<file path="src/fra_pkg.sv">
// Shared types, constants and codes of the frequency residency accumulator.
// Depends on nothing; every other file of the block imports it.
`default_nettype none

package fra_pkg;

	// Table geometry.
	localparam int MAX_ENTRIES = 16;
	localparam int IDX_W = (MAX_ENTRIES > 1) ? $clog2(MAX_ENTRIES) : 1;
	localparam int CNT_W = $clog2(MAX_ENTRIES + 1);
	localparam int CMP_W = (CNT_W > 5) ? CNT_W : 5;

	// Field widths.
	localparam int FREQ_W  = 32;
	localparam int TIME_W  = 32;
	localparam int CYCLE_W = 16;
	localparam int ACC_W   = 48;
	localparam int US_PER_MS = 1000;
	// Widest cycle length in microseconds needs this many bits.
	localparam int SPAN_W = $clog2(65535 * US_PER_MS + 1);
	localparam int PROD_W = TIME_W + SPAN_W;
	localparam int STEP_W = $clog2(SPAN_W + 1);

	// Configuration register indexes.
	localparam logic [0:0] REG_ENABLE     = 1'b0;
	localparam logic [0:0] REG_TABLE_SIZE = 1'b1;

	typedef enum logic [1:0] {
		OP_UPDATE = 2'd0,
		OP_READ   = 2'd1,
		OP_CLEAR  = 2'd2
	} op_t;

	typedef enum logic [2:0] {
		ST_OK        = 3'd0,
		ST_IGNORED   = 3'd1,
		ST_FULL      = 3'd2,
		ST_DISABLED  = 3'd3,
		ST_BAD_INDEX = 3'd4
	} status_t;

	typedef enum logic [2:0] {
		S_IDLE,
		S_RD,
		S_CMP,
		S_WAIT,
		S_RDOUT
	} fra_state_t;

	typedef enum logic [1:0] {
		DV_IDLE,
		DV_SPAN,
		DV_MUL,
		DV_ITER
	} div_state_t;

	typedef struct packed {
		logic [FREQ_W-1:0] freq;
		logic [ACC_W-1:0]  run;
		logic [ACC_W-1:0]  idle;
	} entry_t;

	typedef struct packed {
		logic             en;
		logic [IDX_W-1:0] addr;
	} tbl_rd_t;

	typedef struct packed {
		logic             en;
		logic [IDX_W-1:0] addr;
		entry_t           data;
	} tbl_wr_t;

endpackage

`default_nettype wire

</file>
<file path="src/fra_divider.sv">
// Run and idle time unit: span multiply, product multiply, then a restoring
// divide that yields one quotient bit a cycle. Depends on fra_pkg.
`default_nettype none

module fra_divider (
	input  wire logic                        clk,
	input  wire logic                        arst_n,
	input  wire logic                        start,
	input  wire logic [fra_pkg::TIME_W-1:0]  busy_ticks,
	input  wire logic [fra_pkg::TIME_W-1:0]  total_ticks,
	input  wire logic [fra_pkg::CYCLE_W-1:0] cycle_length_ms,
	output logic                             done,
	output logic [fra_pkg::SPAN_W-1:0]       run_us,
	output logic [fra_pkg::SPAN_W-1:0]       idle_us
);
	import fra_pkg::*;

	div_state_t state_q, state_d;
	logic              done_q;
	logic [TIME_W-1:0]  busy_q, total_q, rem_q;
	logic [CYCLE_W-1:0] cycle_q;
	logic [SPAN_W-1:0]  span_q, low_q, quot_q;
	logic [STEP_W-1:0]  step_q;
	logic [PROD_W-1:0]  prod;
	logic [TIME_W:0]    trial;
	logic               take;
	logic               last_step;

	assign prod      = PROD_W'(busy_q) * PROD_W'(span_q);
	assign trial     = {rem_q, low_q[SPAN_W-1]};
	assign take      = trial >= {1'b0, total_q};
	assign last_step = step_q == STEP_W'(SPAN_W - 1);

	always_comb begin
		state_d = state_q;
		case (state_q)
			DV_IDLE: if (start) state_d = DV_SPAN;
			DV_SPAN: state_d = DV_MUL;
			DV_MUL:  state_d = (busy_q >= total_q) ? DV_IDLE : DV_ITER;
			DV_ITER: if (last_step) state_d = DV_IDLE;
			default: state_d = DV_IDLE;
		endcase
		// A new start always restarts the unit.
		if (start) begin
			state_d = DV_SPAN;
		end
	end

	always_ff @(posedge clk or negedge arst_n) begin
		if (!arst_n) begin
			state_q <= DV_IDLE;
			done_q  <= 1'b0;
		end else begin
			state_q <= state_d;
			if (start) begin
				done_q <= 1'b0;
			end else if ((state_q == DV_MUL && busy_q >= total_q) ||
			             (state_q == DV_ITER && last_step)) begin
				done_q <= 1'b1;
			end
		end
	end

	always_ff @(posedge clk) begin
		if (start) begin
			busy_q  <= busy_ticks;
			total_q <= total_ticks;
			cycle_q <= cycle_length_ms;
		end
		case (state_q)
			DV_SPAN: span_q <= SPAN_W'(32'(cycle_q) * 32'(US_PER_MS));
			DV_MUL: begin
				// Busy at or above total clamps the run time to the whole span.
				if (busy_q >= total_q) begin
					quot_q <= span_q;
				end else begin
					rem_q  <= prod[PROD_W-1:SPAN_W];
					low_q  <= prod[SPAN_W-1:0];
					quot_q <= '0;
					step_q <= '0;
				end
			end
			DV_ITER: begin
				rem_q  <= take ? TIME_W'(trial - {1'b0, total_q}) : trial[TIME_W-1:0];
				low_q  <= {low_q[SPAN_W-2:0], 1'b0};
				quot_q <= {quot_q[SPAN_W-2:0], take};
				step_q <= STEP_W'(step_q + 1'b1);
			end
			default: ;
		endcase
	end

	assign done    = done_q;
	assign run_us  = quot_q;
	assign idle_us = span_q - quot_q;

endmodule

`default_nettype wire

</file>
<file path="config.mk">
export PLATFORM = sky130hd
export DESIGN_NAME = fra_divider
export DESIGN_NICKNAME = d
export VERILOG_FILES = /design/src/fra_pkg.sv /design/src/fra_divider.sv
export SDC_FILE = /design/constraint.sdc
export NUM_CORES = 2
export LEC_CHECK = 0
export ABC_AREA = 1
export BUFFER_PORTS_ARGS = -buffer_cell sky130_fd_sc_hd__buf_2
export CAP_MARGIN = 20
export CORE_MARGIN = 3
export CORE_UTILIZATION = 60
export CTS_BUF_LIST = sky130_fd_sc_hd__clkbuf_8
export DETAILED_ROUTE_END_ITERATION = 10
export GPL_TIMING_DRIVEN = 0
export PLACE_DENSITY = 0.81
export SLEW_MARGIN = 20
export SYNTH_ARGS = -nofsm -noshare
export SYNTH_HDL_FRONTEND = slang
export SYNTH_SLANG_ARGS = --single-unit
</file>
<file path="constraint.sdc">
create_clock -name clk -period 6.4 [get_ports clk]
set_input_delay 0.32 -clock clk [delete_from_list [all_inputs] [get_ports clk]]
set_output_delay 0.32 -clock clk [all_outputs]
set_load 0.01 [all_outputs]
</file>
Yosys cells after proc, flatten, opt, wreduce, memory -nomap -nowiden
Index checks and enable logic that the tools add are counted.

RAM bits: 0. Bits in latches: 0. Bits in read-only memories: 0. Memories: 0. Flip-flop bits (word level): 195. Output and inout port bits: 53.

Bitwise gates (word level): 0. Reduce and logical (&&, ||, !) cells: 8. Mux-type cells: 15. $mul: 2. Div/mod/pow operators: 0. Shift operators: 0. Order comparisons: 2. Equality and inequality tests: 7. Add/subtract/negate cells: 3.

Operators with widths (count): $pmux 26 s2 (2); $mux 32 (2); $pmux 32 s2 (1); $mul 32x23->55 (1); $mux 26 (2); $ge 33x32->1 (1); $ge 32x32->1 (1); $sub 32x32->32 (1); $sub 26x26->26 (1); $mul 16x7->23 const B (1); $pmux 5 s2 (1); $mux 2 (3); $pmux 2 s3 (1); $add 5x1->5 const B (1); $eq 5x5->1 const B (1); $mux 5 (1); $eq 2x2->1 const B (2); $ne 2x2->1 const B (2); $reduce_and 2->1 (2); $reduce_bool 2->1 (2); $ne 3x3->1 const B (1); $eq 2x1->1 const B (1); $logic_and 1x1->1 (2); $logic_not 2->1 (1); other kinds (2) (3).

Longest topological paths before layout
Word-level depth: 5. Gate-level depth with buffers: 31. Depth with buffers taken out: 29.

Worst setup path after synthesis
No wires, ideal clock.

Path kind: register to register. Start point: reg span_q[11]. End point: reg rem_q[31], data pin. Cell stages (with the launch flop): 28. Arrival: 5.866 ns. Library setup time: 0.254 ns. Setup slack: 0.280 ns. Data required time: 6.146 ns. Period minus slack after synthesis: 6.120 ns. Cells stage by stage: edfxtp_1 > clkbuf_1 > clkbuf_1 > nand2_1 > fa_1 > fa_1 > inv_1 > fa_1 > inv_1 > fa_1 > inv_1 > fa_1 > fa_1 > inv_1 > fa_1 > inv_1 > ha_1 > nand2_1 > nor2_1 > nand2_1 > inv_1 > nand4_1 > nand3_1 > nand2_1 > nand3_1 > nand2_1 > nand3_1 > nand2_1.

Longest elaborated chain between the ends: 3.

Ends and longest elaborated chain: start: declaration (RTL line fra_divider.sv:22) `logic [SPAN_W-1:0] span_q, low_q, quot_q;`; start signal: assignment (RTL line fra_divider.sv:71) `DV_SPAN: span_q <= SPAN_W'(32'(cycle_q) * 32'(US_PER_MS));`; $mul 32x23->55 (RTL line fra_divider.sv:29) `assign prod = PROD_W'(busy_q) * PROD_W'(span_q);`; $mux 32 (RTL line fra_divider.sv:74) `if (busy_q >= total_q) begin`; $pmux 32 s2 (RTL line fra_divider.sv:70) `case (state_q)`; end signal: assignment (RTL line fra_divider.sv:77) `rem_q <= prod[PROD_W-1:SPAN_W];`; end signal: assignment (RTL line fra_divider.sv:84) `rem_q <= take ? TIME_W'(trial - {1'b0, total_q}) : trial[TIME_W-1:0];`; end: declaration (RTL line fra_divider.sv:20) `logic [TIME_W-1:0] busy_q, total_q, rem_q;`.

Every way passes these cells. The select of a mux whose other input is x is not followed. A chain may end at the register's enable or synchronous reset.

Worst setup path in the final report
Start point: reg span_q[22]. End point: reg rem_q[20], data pin.

Same word-level chain as after synthesis.

==> flow_summary.json <==
{
  "floorplan.die_area_sq_um": 70200,
  "area_delta_synth_final_pct": 20.1,
  "fmax_mhz": 147,
  "synth_fp_nets": 6391,
  "die_w_microns": 265,
  "fin_crit_sh": 1.06,
  "cts_tree": "built",
  "path_max_fanout": 7,
  "synth_seq_cells": 192,
  "tns_ns": -6.97,
  "gp_congestion": 1.05,
  "final_area_sq_um": 48300,
  "grt_pass1_wl_microns": 210000,
  "hpwlAfterDp_microns": 106000,
  "status": "complete, but fails checks",
  "cp_data_required_time_ns": 6.72,
  "rsz0062_at_grt": "true",
  "syn_inst": 5303,
  "cp.arrival_ns": 7.13,
  "fin_skew_ns": 0.0315,
  "path_class": "reg2reg",
  "post-route-drc-count": 2,
  "syn_area_sq_um": 40200,
  "vias_per_cell": 5.66,
  "tightest_slew_ns": 1.11,
  "synthTopCellsByArea": "fa_1 (34%), nand2_1 (15%), edfxtp_1 (14%)",
  "cts_max_level": 4,
  "cts.sinks": 192,
  "drtPass1Iterations": 11,
  "postPlaceCellArea_sq_um": 42100,
  "n_fill_cell": 4681,
  "cts_made_buffers": 17,
  "fin_ws_ns": -0.407,
  "clkLatencyLatePin_ns": 0.59,
  "cp-end-kind": "register",
  "final_nets": 6827,
  "ant_nets": 0,
  "core.rowCount": 94,
  "violations": "DRC, setup timing",
  "cap_viol_max_count": 0,
  "hold_viol_final": 0,
  "layout-drive-gt1-share": 0.174,
  "drv_slew": 0,
  "core_area_sq_um": 66100,
  "setup-violations-final": 35,
  "pin_count": 136,
  "grt_pass1_vias": 37525,
  "synth-seq-area-share": 0.143,
  "initialDrtViolationCount": 4241,
  "worst_setup_path_start_kind": "register",
  "grt_max_degree": 50,
  "ys.warnings.count": 0,
  "drt-total-wl_microns": 142000,
  "avgRoutedWirePerCell_microns": 21.5,
  "fin_crit_ns": 6.81,
  "post-place-cells": 6305,
  "netlist.area_leader.share": 0.339,
  "path_clk_slew_ns": 0.13,
  "root_buffer": "clkbuf_8",
  "stdcell_count": 6620,
  "port_buffers": 135,
  "grt.overflow.total": 0,
  "relSlewSlack": 0.260,
  "vias": 37451,
  "synth.avg_cell_area_sq_um": 7.59,
  "antenna_found_initial": 4,
  "synth_top_cell_by_area": "fa_1",
  "cts_buffer_depth": 2,
  "grtUsageTotal": 0.396,
  "min_path_type": "in2async",
  "synth_cell_type_count": 44,
  "start_util": 0.609,
  "die_h_microns": 265
}
metal layers:
metal | part of all wire | up-vias | GRT usage
li1 | - | 16285 | -
met1 | 0.34 | 17821 | 0.485
met2 | 0.44 | 2599 | 0.627
met3 | 0.14 | 744 | 0.128
met4 | 0.081 | 2 | 0.210
met5 | 0.000091 | - | 0
final timing paths:
kind	startpoint	end	slack, ns	cells after the start
hold reg to reg	low_q[3]	low_q[4]	0.52	2
setup reg to reg	span_q[22]	rem_q[20]	-0.41	24
min in group clk	start	done	0.23	2
setup / recovery	span_q[22]	rem_q[20]	-0.41	24
hold / removal	arst_n	state_q[0]	0.06	2
max in group asynchronous	arst_n	done	6.23	2
synth_stat cells, drive strengths merged:
cell / n
nand2: 1640
inv: 1481
fa: 682
ha: 323
nor2: 201
edfxtp: 189
nand3: 185
clkbuf: 161
a21oi: 119
o21ai: 87
xnor2: 42
xor2: 39
nand4: 33
nand3b: 24
buf: 23
nor3: 22
o21bai: 13
a21o: 11
nor4: 4
a211oi: 3
a21boi: 3
and2: 3
dfrtp: 3
o21a: 3
or2: 3
a31oi: 2
clkinv: 1
nor3b: 1
o2111ai: 1
o211ai: 1
cell families after synthesis:
kind of cell,share of synthesized area
AO/OA/AOI/OAI,0.0328
XOR/XNOR,0.0176
AND/OR/NAND/NOR,0.210
flip-flops,0.143
buffers and inverters,0.157
adder cells (fa/ha/maj),0.440
final cells by class:
class | instances | area (sq um) | area share
Multi-Input combinational cell | 3445 | 30100 | 0.623
Sequential cell | 192 | 5750 | 0.119
Inverter | 1482 | 5590 | 0.116
Timing Repair Buffer | 427 | 3400 | 0.0704
Buffer | 174 | 1950 | 0.0404
Tap cell | 864 | 1080 | 0.0224
Clock buffer | 17 | 234 | 0.00484
Clock inverter | 15 | 214 | 0.00443
Antenna cell | 4 | 10.0 | 0.000207
placed cells by master (no fill, tap or decap), types with 30 or more instances in the layout:
cell type	count
inv_2	76
fa_2	50
nand3_1	151
fa_1	632
buf_6	35
inv_1	1395
nand3_2	30
nor2_1	142
nand4_1	33
o21ai_0	66
nand2_4	45
nand2_1	1476
nor2_4	39
xnor2_1	37
buf_4	195
nand2_2	118
buf_2	145
clkbuf_8	32
xor2_1	37
a21oi_1	105
dlygate4sd3_1	81
edfxtp_1	189
ha_1	290
state kept, by name, summed over array words and instances (netlist names):
signal / cells
span_q: 23
run_us: 26
total_q: 32
rem_q: 32
done: 1
cycle_q: 16
step_q: 5
busy_q: 32
low_q: 23
state_q: 2
worst max-delay path: stages, from the launching register on:
cell       delay [ns]
edfxtp_1         0.55
buf_8            0.22
clkbuf_16        0.18
buf_6            0.11
nand2_1          0.06
fa_1             0.48
inv_1            0.05
fa_1             0.54
fa_1             0.48
fa_2             0.64
fa_2             0.45
fa_1             0.51
inv_1            0.06
fa_1             0.49
inv_1            0.07
ha_4             0.27
nand2_1          0.14
nand2_2          0.14
a21oi_4          0.24
nand2_2          0.15
nand3b_1         0.29
nand2_2          0.15
nand3b_1         0.11
nand3_2          0.09
nand2_1          0.07
metrics by stage:
stage	setup slack [ns]	hold slack, ns	util
final	-0.407	0.0568	0.731
after global routing	-0.478	0.0664	0.731
after CTS	-0.0926	0.0295	0.703
after detailed placement	-1.41	0.126	0.637
after global placement	-1.38	0.127	0.635
after floorplan	0.280	0.0244	-
repair_timing:
action / 4_1_cts / 5_1_grt
setup endpoints to repair: 45 / 42
buffers inserted: 134 / 69
pin swaps: 112 / 175
gates resized for setup: 599 / 456
gates cloned: 0 / 5
hold buffers: 81 / 0
hold endpoints to repair: 83 / 0
Power is not shown: default switching activity piles up to over one toggle a cycle in this logic, so the estimate is an artifact.
