==> src/fra_pkg.sv <==
// Shared types, constants and codes of the frequency residency accumulator.
// Depends on nothing; every other file of the block imports it.
`default_nettype none

package fra_pkg;

	// Table geometry.
	localparam int MAX_ENTRIES = 16;
	localparam int IDX_W = (MAX_ENTRIES > 1) ? $clog2(MAX_ENTRIES) : 1;
	localparam int CNT_W = $clog2(MAX_ENTRIES + 1);
	localparam int CMP_W = (CNT_W > 5) ? CNT_W : 5;

	// Field widths.
	localparam int FREQ_W  = 32;
	localparam int TIME_W  = 32;
	localparam int CYCLE_W = 16;
	localparam int ACC_W   = 48;
	localparam int US_PER_MS = 1000;
	// Widest cycle length in microseconds needs this many bits.
	localparam int SPAN_W = $clog2(65535 * US_PER_MS + 1);
	localparam int PROD_W = TIME_W + SPAN_W;
	localparam int STEP_W = $clog2(SPAN_W + 1);

	// Configuration register indexes.
	localparam logic [0:0] REG_ENABLE     = 1'b0;
	localparam logic [0:0] REG_TABLE_SIZE = 1'b1;

	typedef enum logic [1:0] {
		OP_UPDATE = 2'd0,
		OP_READ   = 2'd1,
		OP_CLEAR  = 2'd2
	} op_t;

	typedef enum logic [2:0] {
		ST_OK        = 3'd0,
		ST_IGNORED   = 3'd1,
		ST_FULL      = 3'd2,
		ST_DISABLED  = 3'd3,
		ST_BAD_INDEX = 3'd4
	} status_t;

	typedef enum logic [2:0] {
		S_IDLE,
		S_RD,
		S_CMP,
		S_WAIT,
		S_RDOUT
	} fra_state_t;

	typedef enum logic [1:0] {
		DV_IDLE,
		DV_SPAN,
		DV_MUL,
		DV_ITER
	} div_state_t;

	typedef struct packed {
		logic [FREQ_W-1:0] freq;
		logic [ACC_W-1:0]  run;
		logic [ACC_W-1:0]  idle;
	} entry_t;

	typedef struct packed {
		logic             en;
		logic [IDX_W-1:0] addr;
	} tbl_rd_t;

	typedef struct packed {
		logic             en;
		logic [IDX_W-1:0] addr;
		entry_t           data;
	} tbl_wr_t;

endpackage

`default_nettype wire

==> src/fra_table.sv <==
// Entry store: one synchronous memory holding frequency and both accumulators.
// Depends on fra_pkg for the entry and access types.
`default_nettype none

module fra_table (
	input  wire logic           clk,
	input  wire fra_pkg::tbl_rd_t rd,
	input  wire fra_pkg::tbl_wr_t wr,
	output fra_pkg::entry_t     rdata
);
	import fra_pkg::*;

	entry_t mem [MAX_ENTRIES];
	entry_t rdata_q;

	always_ff @(posedge clk) begin
		if (wr.en) begin
			mem[wr.addr] <= wr.data;
		end
		if (rd.en) begin
			rdata_q <= mem[rd.addr];
		end
	end

	assign rdata = rdata_q;

endmodule

`default_nettype wire

==> config.mk <==
export PLATFORM = sky130hd
export DESIGN_NAME = fra_table
export DESIGN_NICKNAME = d
export VERILOG_FILES = /design/src/fra_pkg.sv /design/src/fra_table.sv
export SDC_FILE = /design/constraint.sdc
export NUM_CORES = 1
export LEC_CHECK = 0
export BUFFER_PORTS_ARGS = -buffer_cell sky130_fd_sc_hd__buf_2
export CAP_MARGIN = 20
export CORE_ASPECT_RATIO = 0.9
export CORE_MARGIN = 3
export CORE_UTILIZATION = 45
export CTS_BUF_LIST = sky130_fd_sc_hd__clkbuf_4 sky130_fd_sc_hd__clkbuf_8
export DETAILED_ROUTE_END_ITERATION = 8
export SLEW_MARGIN = 0
export SYNTH_ARGS = -nofsm -noshare
export SYNTH_HDL_FRONTEND = slang
export SYNTH_SLANG_ARGS = --single-unit
==> constraint.sdc <==
create_clock -name clk -period 11.7 [get_ports clk]
set_input_delay 1.17 -clock clk [delete_from_list [all_inputs] [get_ports clk]]
set_output_delay 1.17 -clock clk [all_outputs]
set_load 0.005 [all_outputs]
# After elaboration in Yosys (flattened, before gate mapping)
# Memories as Yosys holds them, arrays and structs flattened. A register that Yosys moved wholly into a read port is not among the register bits.
# Cells that the tools add are included.
[totals]
n_memories = 1
ff_bits = 0
input_bits = 139
mem_bits_rw = 2048
[op_classes]
muxes = 2
[memory_table]
columns = ["name", "words", "width", "read_ports", "rd_ports_with_merged_regs", "wr", "line", "text"]
rows = [
  ["mem", 16, 128, 1, 1, 1, "fra_table.sv:13", "entry_t mem [MAX_ENTRIES];"],
]
[op_table]
columns = ["cell", "count"]
rows = [
  ["$mux 1", 2],
]

# Depth between registers and ports, before layout
# Gate-level depths: netlist (run 1).
[depth]
depth_word = 2
ltp_mapped = 7

# Worst setup path after synthesis (run 1)
# No wires, ideal clock.
[synth_timing]
path_type = "input to register"
from = "input port wr[130] (netlist name)"
to = "memory mem[0][0] (netlist name), enable pin"
path_buffers = 0
arrival_time_ns = 10.323
setup_slack_ns = 0.603
path_stages = 2
setup_ns = 0.774
cell_sequence = "or3b_2 > nor3_1"
[synth_lines]
columns = ["element", "line", "text"]
rows = [
  ["start, declared", "fra_table.sv:8", "input wire fra_pkg::tbl_wr_t wr,"],
  ["end, declared", "fra_table.sv:13", ""],
]
# Straight into the memory's write port.

# Worst setup path in the final report (run 1)
[layout_timing]
from = "input port wr[132] (netlist name)"
to = "memory mem[12][100] (netlist name), enable pin"
[layout_between]
elab_chain_len = 2
[layout_lines]
columns = ["element", "line", "text"]
rows = [
  ["$mux 1", "fra_table.sv:17", "if (wr.en) begin"],
  ["$mux 1 (not written as such)", "fra_table.sv:18", "mem[wr.addr] <= wr.data;"],
]
# Every way passes these cells.

==> flow_metrics.py, run 1 <==
metrics = {
    "worst_setup_path": {
        "critPathTopFamily": "buffers and inverters",
        "cp_max_fo": 51,
        "ff2ff_path_depth": 3,
        "r2r-start": "mem[12][118]$_DFFE_PP_",
        "r2r_end": "rdata[118]$_DFFE_PP_",
        "critical_path_class": "in -> reg",
        "slowest_stage": "buf_4",
        "crit_arrival_ns": 4.34,
        "reg2reg_setup_slack_ns": 10.04,
        "required_ns": 12.27,
        "critical_path.cell_chain": "buf_2, nand3_1, nor3_2, buf_4, buf_4, buf_4",
        "slowest_delay_ns": 0.92,
        "cp_common_cell": "buf_4",
        "startpoint_type": "input port",
        "end_kind": "flop",
        "worst-path-buf-inv": 4,
    },
    "grt": {
        "use_met2_pct": 32.4,
        "grt_use_met1_pct": 29.4,
        "grt.overflow.total": 0,
        "grt_use_total_pct": 20.6,
        "grt_max_degree": 117,
        "grt_busiest_layer": "met2",
        "grt_antenna_before_repair": 47,
        "grt_pass1_wl_um": 277000,
        "grtUsageMet3_pct": 3.94,
        "grt_pass1_vias": 39800,
    },
    "yosys": {
        "synth_warnings": 0,
        "yosys.cell_types.count": 24,
        "avgSynthCellArea_um2": 24.0,
        "syn_nets": 3496,
        "syn_inst": 3357,
        "synth_area_um2": 80700,
        "synth-seq-cells": 2176,
        "yosysSeqAreaShare_pct": 80.9,
    },
    "die": {
        "die_width_um": 452,
        "start_util_pct": 45.6,
        "rows": 146,
        "dieHeight_um": 408,
        "ioPinCount": 267,
        "core-area_um2": 177000,
        "die-area_um2": 185000,
    },
    "clocking": {
        "numCtsBuffers": 362,
        "clk_pin_slew_ns": 0.07,
        "hold_buffers": 0,
        "postCtsSetupRepairBufs": 0,
        "cts_tree": "yes",
        "htreeDepth": 5,
        "root_buffer": "clkbuf_8",
        "cts_sinks": 2176,
        "clock_path_buffers": 4,
        "clkLatencyLatePin_ns": 1.01,
        "cts_resized": 0,
    },
    "power_and_ir_drop": {
        "p_seq_share_pct": 55.5,
        "p_per_area_nw_per_um2": 174,
        "clock_power_share_pct": 39.9,
        "ir_drop_mv": 0.0999,
        "power_mw": 16.0,
        "power_frac_comb_pct": 4.7,
        "leakage_nw": 29.3,
        "switchingPower_mw": 3.35,
        "internal-power_mw": 12.6,
        "p_sw_share_pct": 21.0,
    },
    "sta": {
        "relSlewSlack_pct": 26.7,
        "rsz0062_at_grt": "false",
        "setup_violations": 0,
        "hold_viol": 0,
        "slew_violations": 0,
        "fin_setup_tns_ns": 0,
        "min_period_ns": 3.77,
        "timing.final.crit_share_pct": 32.2,
        "finClkSkew_ns": 0.0710,
        "worst_pin_slew_ns": 1.10,
        "max_freq_mhz": 265,
    },
    "drt": {
        "vias_per_cell": 5.72,
        "antenna_left": 0,
        "drt-pass1-iter-count": 5,
        "route.detailed.drc": 0,
        "num_vias": 37200,
        "totalWireLength_um": 188000,
        "drt_iter0_drc": 3454,
        "wl_per_cell_um": 28.9,
    },
    "placement": {
        "place_congestion": 0.685,
        "hpwlAfterDp_um": 89800,
        "place_inst": 5879,
        "port_buffers": 266,
    },
    "layout": {
        "final_cell_mix": "edfxtp_1 (2176), mux4_2 (477), clkbuf_8 (374)",
        "fin_nets": 4015,
        "syn_to_final_growth_pct": 13.8,
        "final_common_cell": "edfxtp_1",
        "drive_above_1_share_pct": 34.6,
        "final_cells": 6502,
    },
    "worst_hold_path": {
        "holdPathStages": 1,
        "whs_endpoint": "mem[15][117]$_DFFE_PP_",
        "min_path_type": "in -> reg",
        "min-delay-start": "wr[117]",
    },
    "run": {
        "drv_cap": 0,
    },
    "run_status": {
        "status": "finished, final reports clean",
    },
}
## flip-flops by register name (all words and copies together), names as in the netlist
name,count
mem,2048
rdata,128
## synthesized netlist by cell type
cell type	instances	area, um^2
a221oi_1	12	105
a22oi_1	215	1610
and2_1	3	18.8
buf_1	7	26.3
buf_2	86	430
buf_4	12	90.1
buf_6	6	67.6
clkbuf_1	65	244
edfxtp_1	2176	65300
mux2_2	64	721
mux2i_1	24	240
mux4_2	477	10700
nand2_1	95	357
nand2b_1	16	100
nand3_1	1	5.00
nand3b_1	2	15.0
nor2_1	15	56.3
nor2b_1	29	181
nor3_1	4	20.0
o21ai_0	17	85.1
o221ai_1	23	201
o22a_1	6	52.6
or2_2	1	6.26
or3b_2	1	8.76
## power groups by stage
stage / registers, mW / logic [mW] / clock network, mW
floorplan: 9.00 / 0.419 / 0
detailed placement: 9.01 / 0.760 / 0
global route: 8.86 / 0.809 / 6.90
finish: 8.85 / 0.742 / 6.36
CTS: 8.85 / 0.761 / 6.54
global placement: 9.00 / 0.753 / 0
## layer usage
metal	up-vias	part of all wire (%)
met4	10	2.6
met5	-	0.031
li1	15500	-
met3	356	6.7
met2	1343	48
met1	19900	42
## area by class of cell
type | count | area (um^2)
Fill cell | 13900 | 85400
Sequential cell | 2176 | 65300
Clock buffer | 483 | 5960
Timing Repair Buffer | 331 | 2060
Clock inverter | 122 | 801
Antenna cell | 17 | 42.5
Tap cell | 2368 | 2960
Multi-Input combinational cell | 1005 | 14700
## cell families after synthesis
family          after synthesis  share of synthesized area [%]
simple gates                167                          0.952
flops                      2176                           80.9
mux                         565                           14.5
buf+inv                     176                           1.06
compound gates              273                           2.55
## per-stage QoR
stage               hold WS [ns]  area [um^2]  utilization (%)  worst slack [ns]
CTS                        0.407        91800             51.8              7.93
global route               0.448        91800             51.8              7.83
detailed placement         0.730        85000             48.0              6.87
global placement           0.725        85000             48.0              6.93
floorplan                  0.710        80700                -             0.603
finish                     0.529        91800             51.8              7.93
## worst max-delay path by stage
stage,cells past startpoint,end,slack (ns),start
after detailed placement,6,mem[12][123]$_DFFE_PP_,6.87,wr[132]
after global placement,6,mem[12][109]$_DFFE_PP_,6.93,wr[132]
final,6,mem[12][100]$_DFFE_PP_,7.93,wr[132]
after global routing,6,mem[12][100]$_DFFE_PP_,7.83,wr[132]
after floorplan,2,mem[0][0]$_DFFE_PP_,0.60,wr[130]
after CTS,6,mem[12][100]$_DFFE_PP_,7.93,wr[132]
## worst reg2reg max path: stages, from the launching register on
cell      delay [ns]
edfxtp_1        0.37
mux4_2          0.47
mux2i_1         0.26
a22oi_1         0.24
No activity file was read; power rests on OpenSTA's default activity.
==> run 2, diff against run 1 <==
==> constraint.sdc (replaced) <==
create_clock -name clk -period 3.3 [get_ports clk]
set_input_delay 0.33 -clock clk [delete_from_list [all_inputs] [get_ports clk]]
set_output_delay 0.33 -clock clk [all_outputs]
set_load 0.005 [all_outputs]
==> run 2 against run 1 <==
Effect of this change: count of clock-buffer cells in the layout up 8; flip-flop and latch count unchanged; design area grew 3.3%; register-to-register slack got worse by 8.3 ns; first-iteration DRC count is 5.8% higher; critical path depth rose by 1; hold slack got worse by 0.37 ns; core utilization up 1.7 points; clock power grew to 3.5 times the previous value; clock skew fell by 0.019 ns; non-clock buffer count is 248 higher; die area did not move; critical path type unchanged; highest routed layer unchanged.
==> flow_metrics.py, run 2 (synthesis results as in run 1) <==
metrics = {
    "run_status": {
        "status": "finished, final reports clean",
    },
    "worst_setup_path": {
        "startpoint_type": "input port",
        "critical_path_class": "in -> reg",
        "crit_arrival_ns": 2.87,
        "ff2ff_path_depth": 3,
        "cp_max_fo": 28,
        "reg2reg_setup_slack_ns": 1.70,
        "r2r-start": "mem[5][61]$_DFFE_PP_",
        "required_ns": 3.94,
        "end_kind": "flop",
        "r2r_end": "rdata[61]$_DFFE_PP_",
    },
    "sta": {
        "fin_setup_tns_ns": 0,
        "finClkSkew_ns": 0.0515,
        "min_period_ns": 2.23,
        "relSlewSlack_pct": 35.9,
        "holdWs_ns": 0.156,
        "setup_violations": 0,
        "timing.final.crit_share_pct": 67.5,
        "slew_violations": 0,
        "hold_viol": 0,
        "max_freq_mhz": 449,
        "worst_pin_slew_ns": 0.959,
        "rsz0062_at_grt": "false",
    },
    "grt": {
        "grt_use_total_pct": 21.1,
        "grt.overflow.total": 0,
        "grt_max_degree": 79,
        "grt_pass1_vias": 40400,
        "grt_antenna_before_repair": 25,
        "grt_pass1_wl_um": 284000,
    },
    "power_and_ir_drop": {
        "internal-power_mw": 44.5,
        "p_seq_share_pct": 55.6,
        "leakage_nw": 30.6,
        "ir_drop_mv": 0.382,
        "power_frac_comb_pct": 5.2,
        "p_per_area_nw_per_um2": 595,
        "switchingPower_mw": 12.0,
        "p_sw_share_pct": 21.2,
        "clock_power_share_pct": 39.2,
    },
    "layout": {
        "final_area_um2": 94800,
        "final_common_cell": "edfxtp_1",
        "fin_nets": 4263,
        "syn_to_final_growth_pct": 17.5,
        "final_cell_mix": "edfxtp_1 (2176), mux4_2 (477), clkbuf_8 (368)",
        "drive_above_1_share_pct": 34.8,
        "regMostFlops": "mem",
        "largest_reg_flops": 2048,
    },
    "clocking": {
        "clk_pin_slew_ns": 0.06,
        "cts_sinks": 2176,
        "clkLatencyLatePin_ns": 1.01,
        "cts_tree": "yes",
        "clock_path_buffers": 4,
        "htreeDepth": 5,
        "cts_resized": 0,
        "hold_buffers": 139,
        "numCtsBuffers": 362,
        "postCtsSetupRepairBufs": 0,
        "root_buffer": "clkbuf_8",
    },
    "die": {
        "dieHeight_um": 408,
        "rows": 146,
        "core-area_um2": 177000,
        "die-area_um2": 185000,
        "start_util_pct": 45.6,
        "die_width_um": 452,
        "ioPinCount": 267,
    },
    "worst_hold_path": {
        "whs_endpoint": "rdata[7]$_DFFE_PP_",
        "holdPathStages": 3,
        "min-delay-start": "rd[1]",
        "min_path_type": "in -> reg",
    },
    "placement": {
        "hpwlAfterDp_um": 104000,
        "placement.cell_area_um2": 86800,
        "port_buffers": 266,
        "place_congestion": 0.716,
    },
    "drt": {
        "drt-pass1-iter-count": 5,
        "wl_per_cell_um": 28.6,
        "route.detailed.drc": 0,
        "vias_per_cell": 5.68,
        "totalWireLength_um": 194000,
        "num_vias": 38400,
        "antenna_left": 0,
        "drt_iter0_drc": 3653,
    },
    "run": {
        "drv_cap": 0,
    },
}
## run 2: cell types whose count changed in the layout (fill, tap and decap cells not counted), sizes merged
cell,change
dlygate4sd3,+139
clkinv,+16
buf,+109
bufinv,-6
clkbuf,+8
clkinvlp,+1
diode,-5
## run 2: metal layers
layer / share of wire (%) / global-route usage, % / vias to the layer above
li1: - / - / 16000
met1: 42 / 30.0 / 20800
met2: 49 / 33.9 / 1305
met3: 6.3 / 4.17 / 324
met4: 2.2 / 5.59 / 10
met5: 0.034 / 0 / -
## run 2: layout make-up
type / instances / area (um^2)
tap: 2368 / 2960
sequential: 2176 / 65300
fill: 13500 / 82400
clock buffer: 491 / 5980
clock inverter: 133 / 674
timing repair buffer: 579 / 5140
antenna: 12 / 30.0
multi-input combinational: 1005 / 14700
## run 2: how the worst max path moves through the flow
stage                               from                    end  slack, ns  cells after the start
global placement                   rd[0]    rdata[36]$_DFFE_PP_       0.82                      6
finish                           wr[132]  mem[12][91]$_DFFE_PP_       1.07                      7
global route                     wr[132]  mem[12][59]$_DFFE_PP_       1.10                      7
detailed placement                 rd[0]    rdata[36]$_DFFE_PP_       0.79                      6
floorplan                        wr[130]    mem[1][0]$_DFFE_PP_      -1.24                      2
CTS                 rdata[119]$_DFFE_PP_             rdata[119]       1.12                      1
## run 2: metrics by stage
| step | instances | utilization (%) | setup WS [ns] | total power, mW |
|---|---|---|---|---|
| 3_3_place_gp | 5988 | 48.9 | 0.823 | 34.7 |
| 2_1_floorplan | 3357 | - | -1.24 | 33.4 |
| 6_report | 6764 | 53.5 | 1.07 | 56.4 |
| 3_5_place_dp | 5989 | 49.0 | 0.792 | 34.8 |
| 4_1_cts | 6752 | 53.5 | 1.12 | 57.1 |
| 5_1_grt | 6756 | 53.5 | 1.10 | 58.6 |
## run 2: critical path, stage by stage
cell	delay [ns]
dlygate4sd3_1	0.53
buf_2	0.16
nand3_4	0.08
dlygate4sd3_1	0.66
nor3_4	0.59
buf_16	0.22
buf_12	0.25
## run 2: power groups by stage
stage	clock, mW	combinational [mW]	sequential [mW]
after floorplan	0	1.49	31.9
after global placement	0	2.81	31.9
after detailed placement	0	2.85	31.9
after CTS	22.7	3.01	31.4
after global routing	24.0	3.19	31.4
final	22.1	2.95	31.4
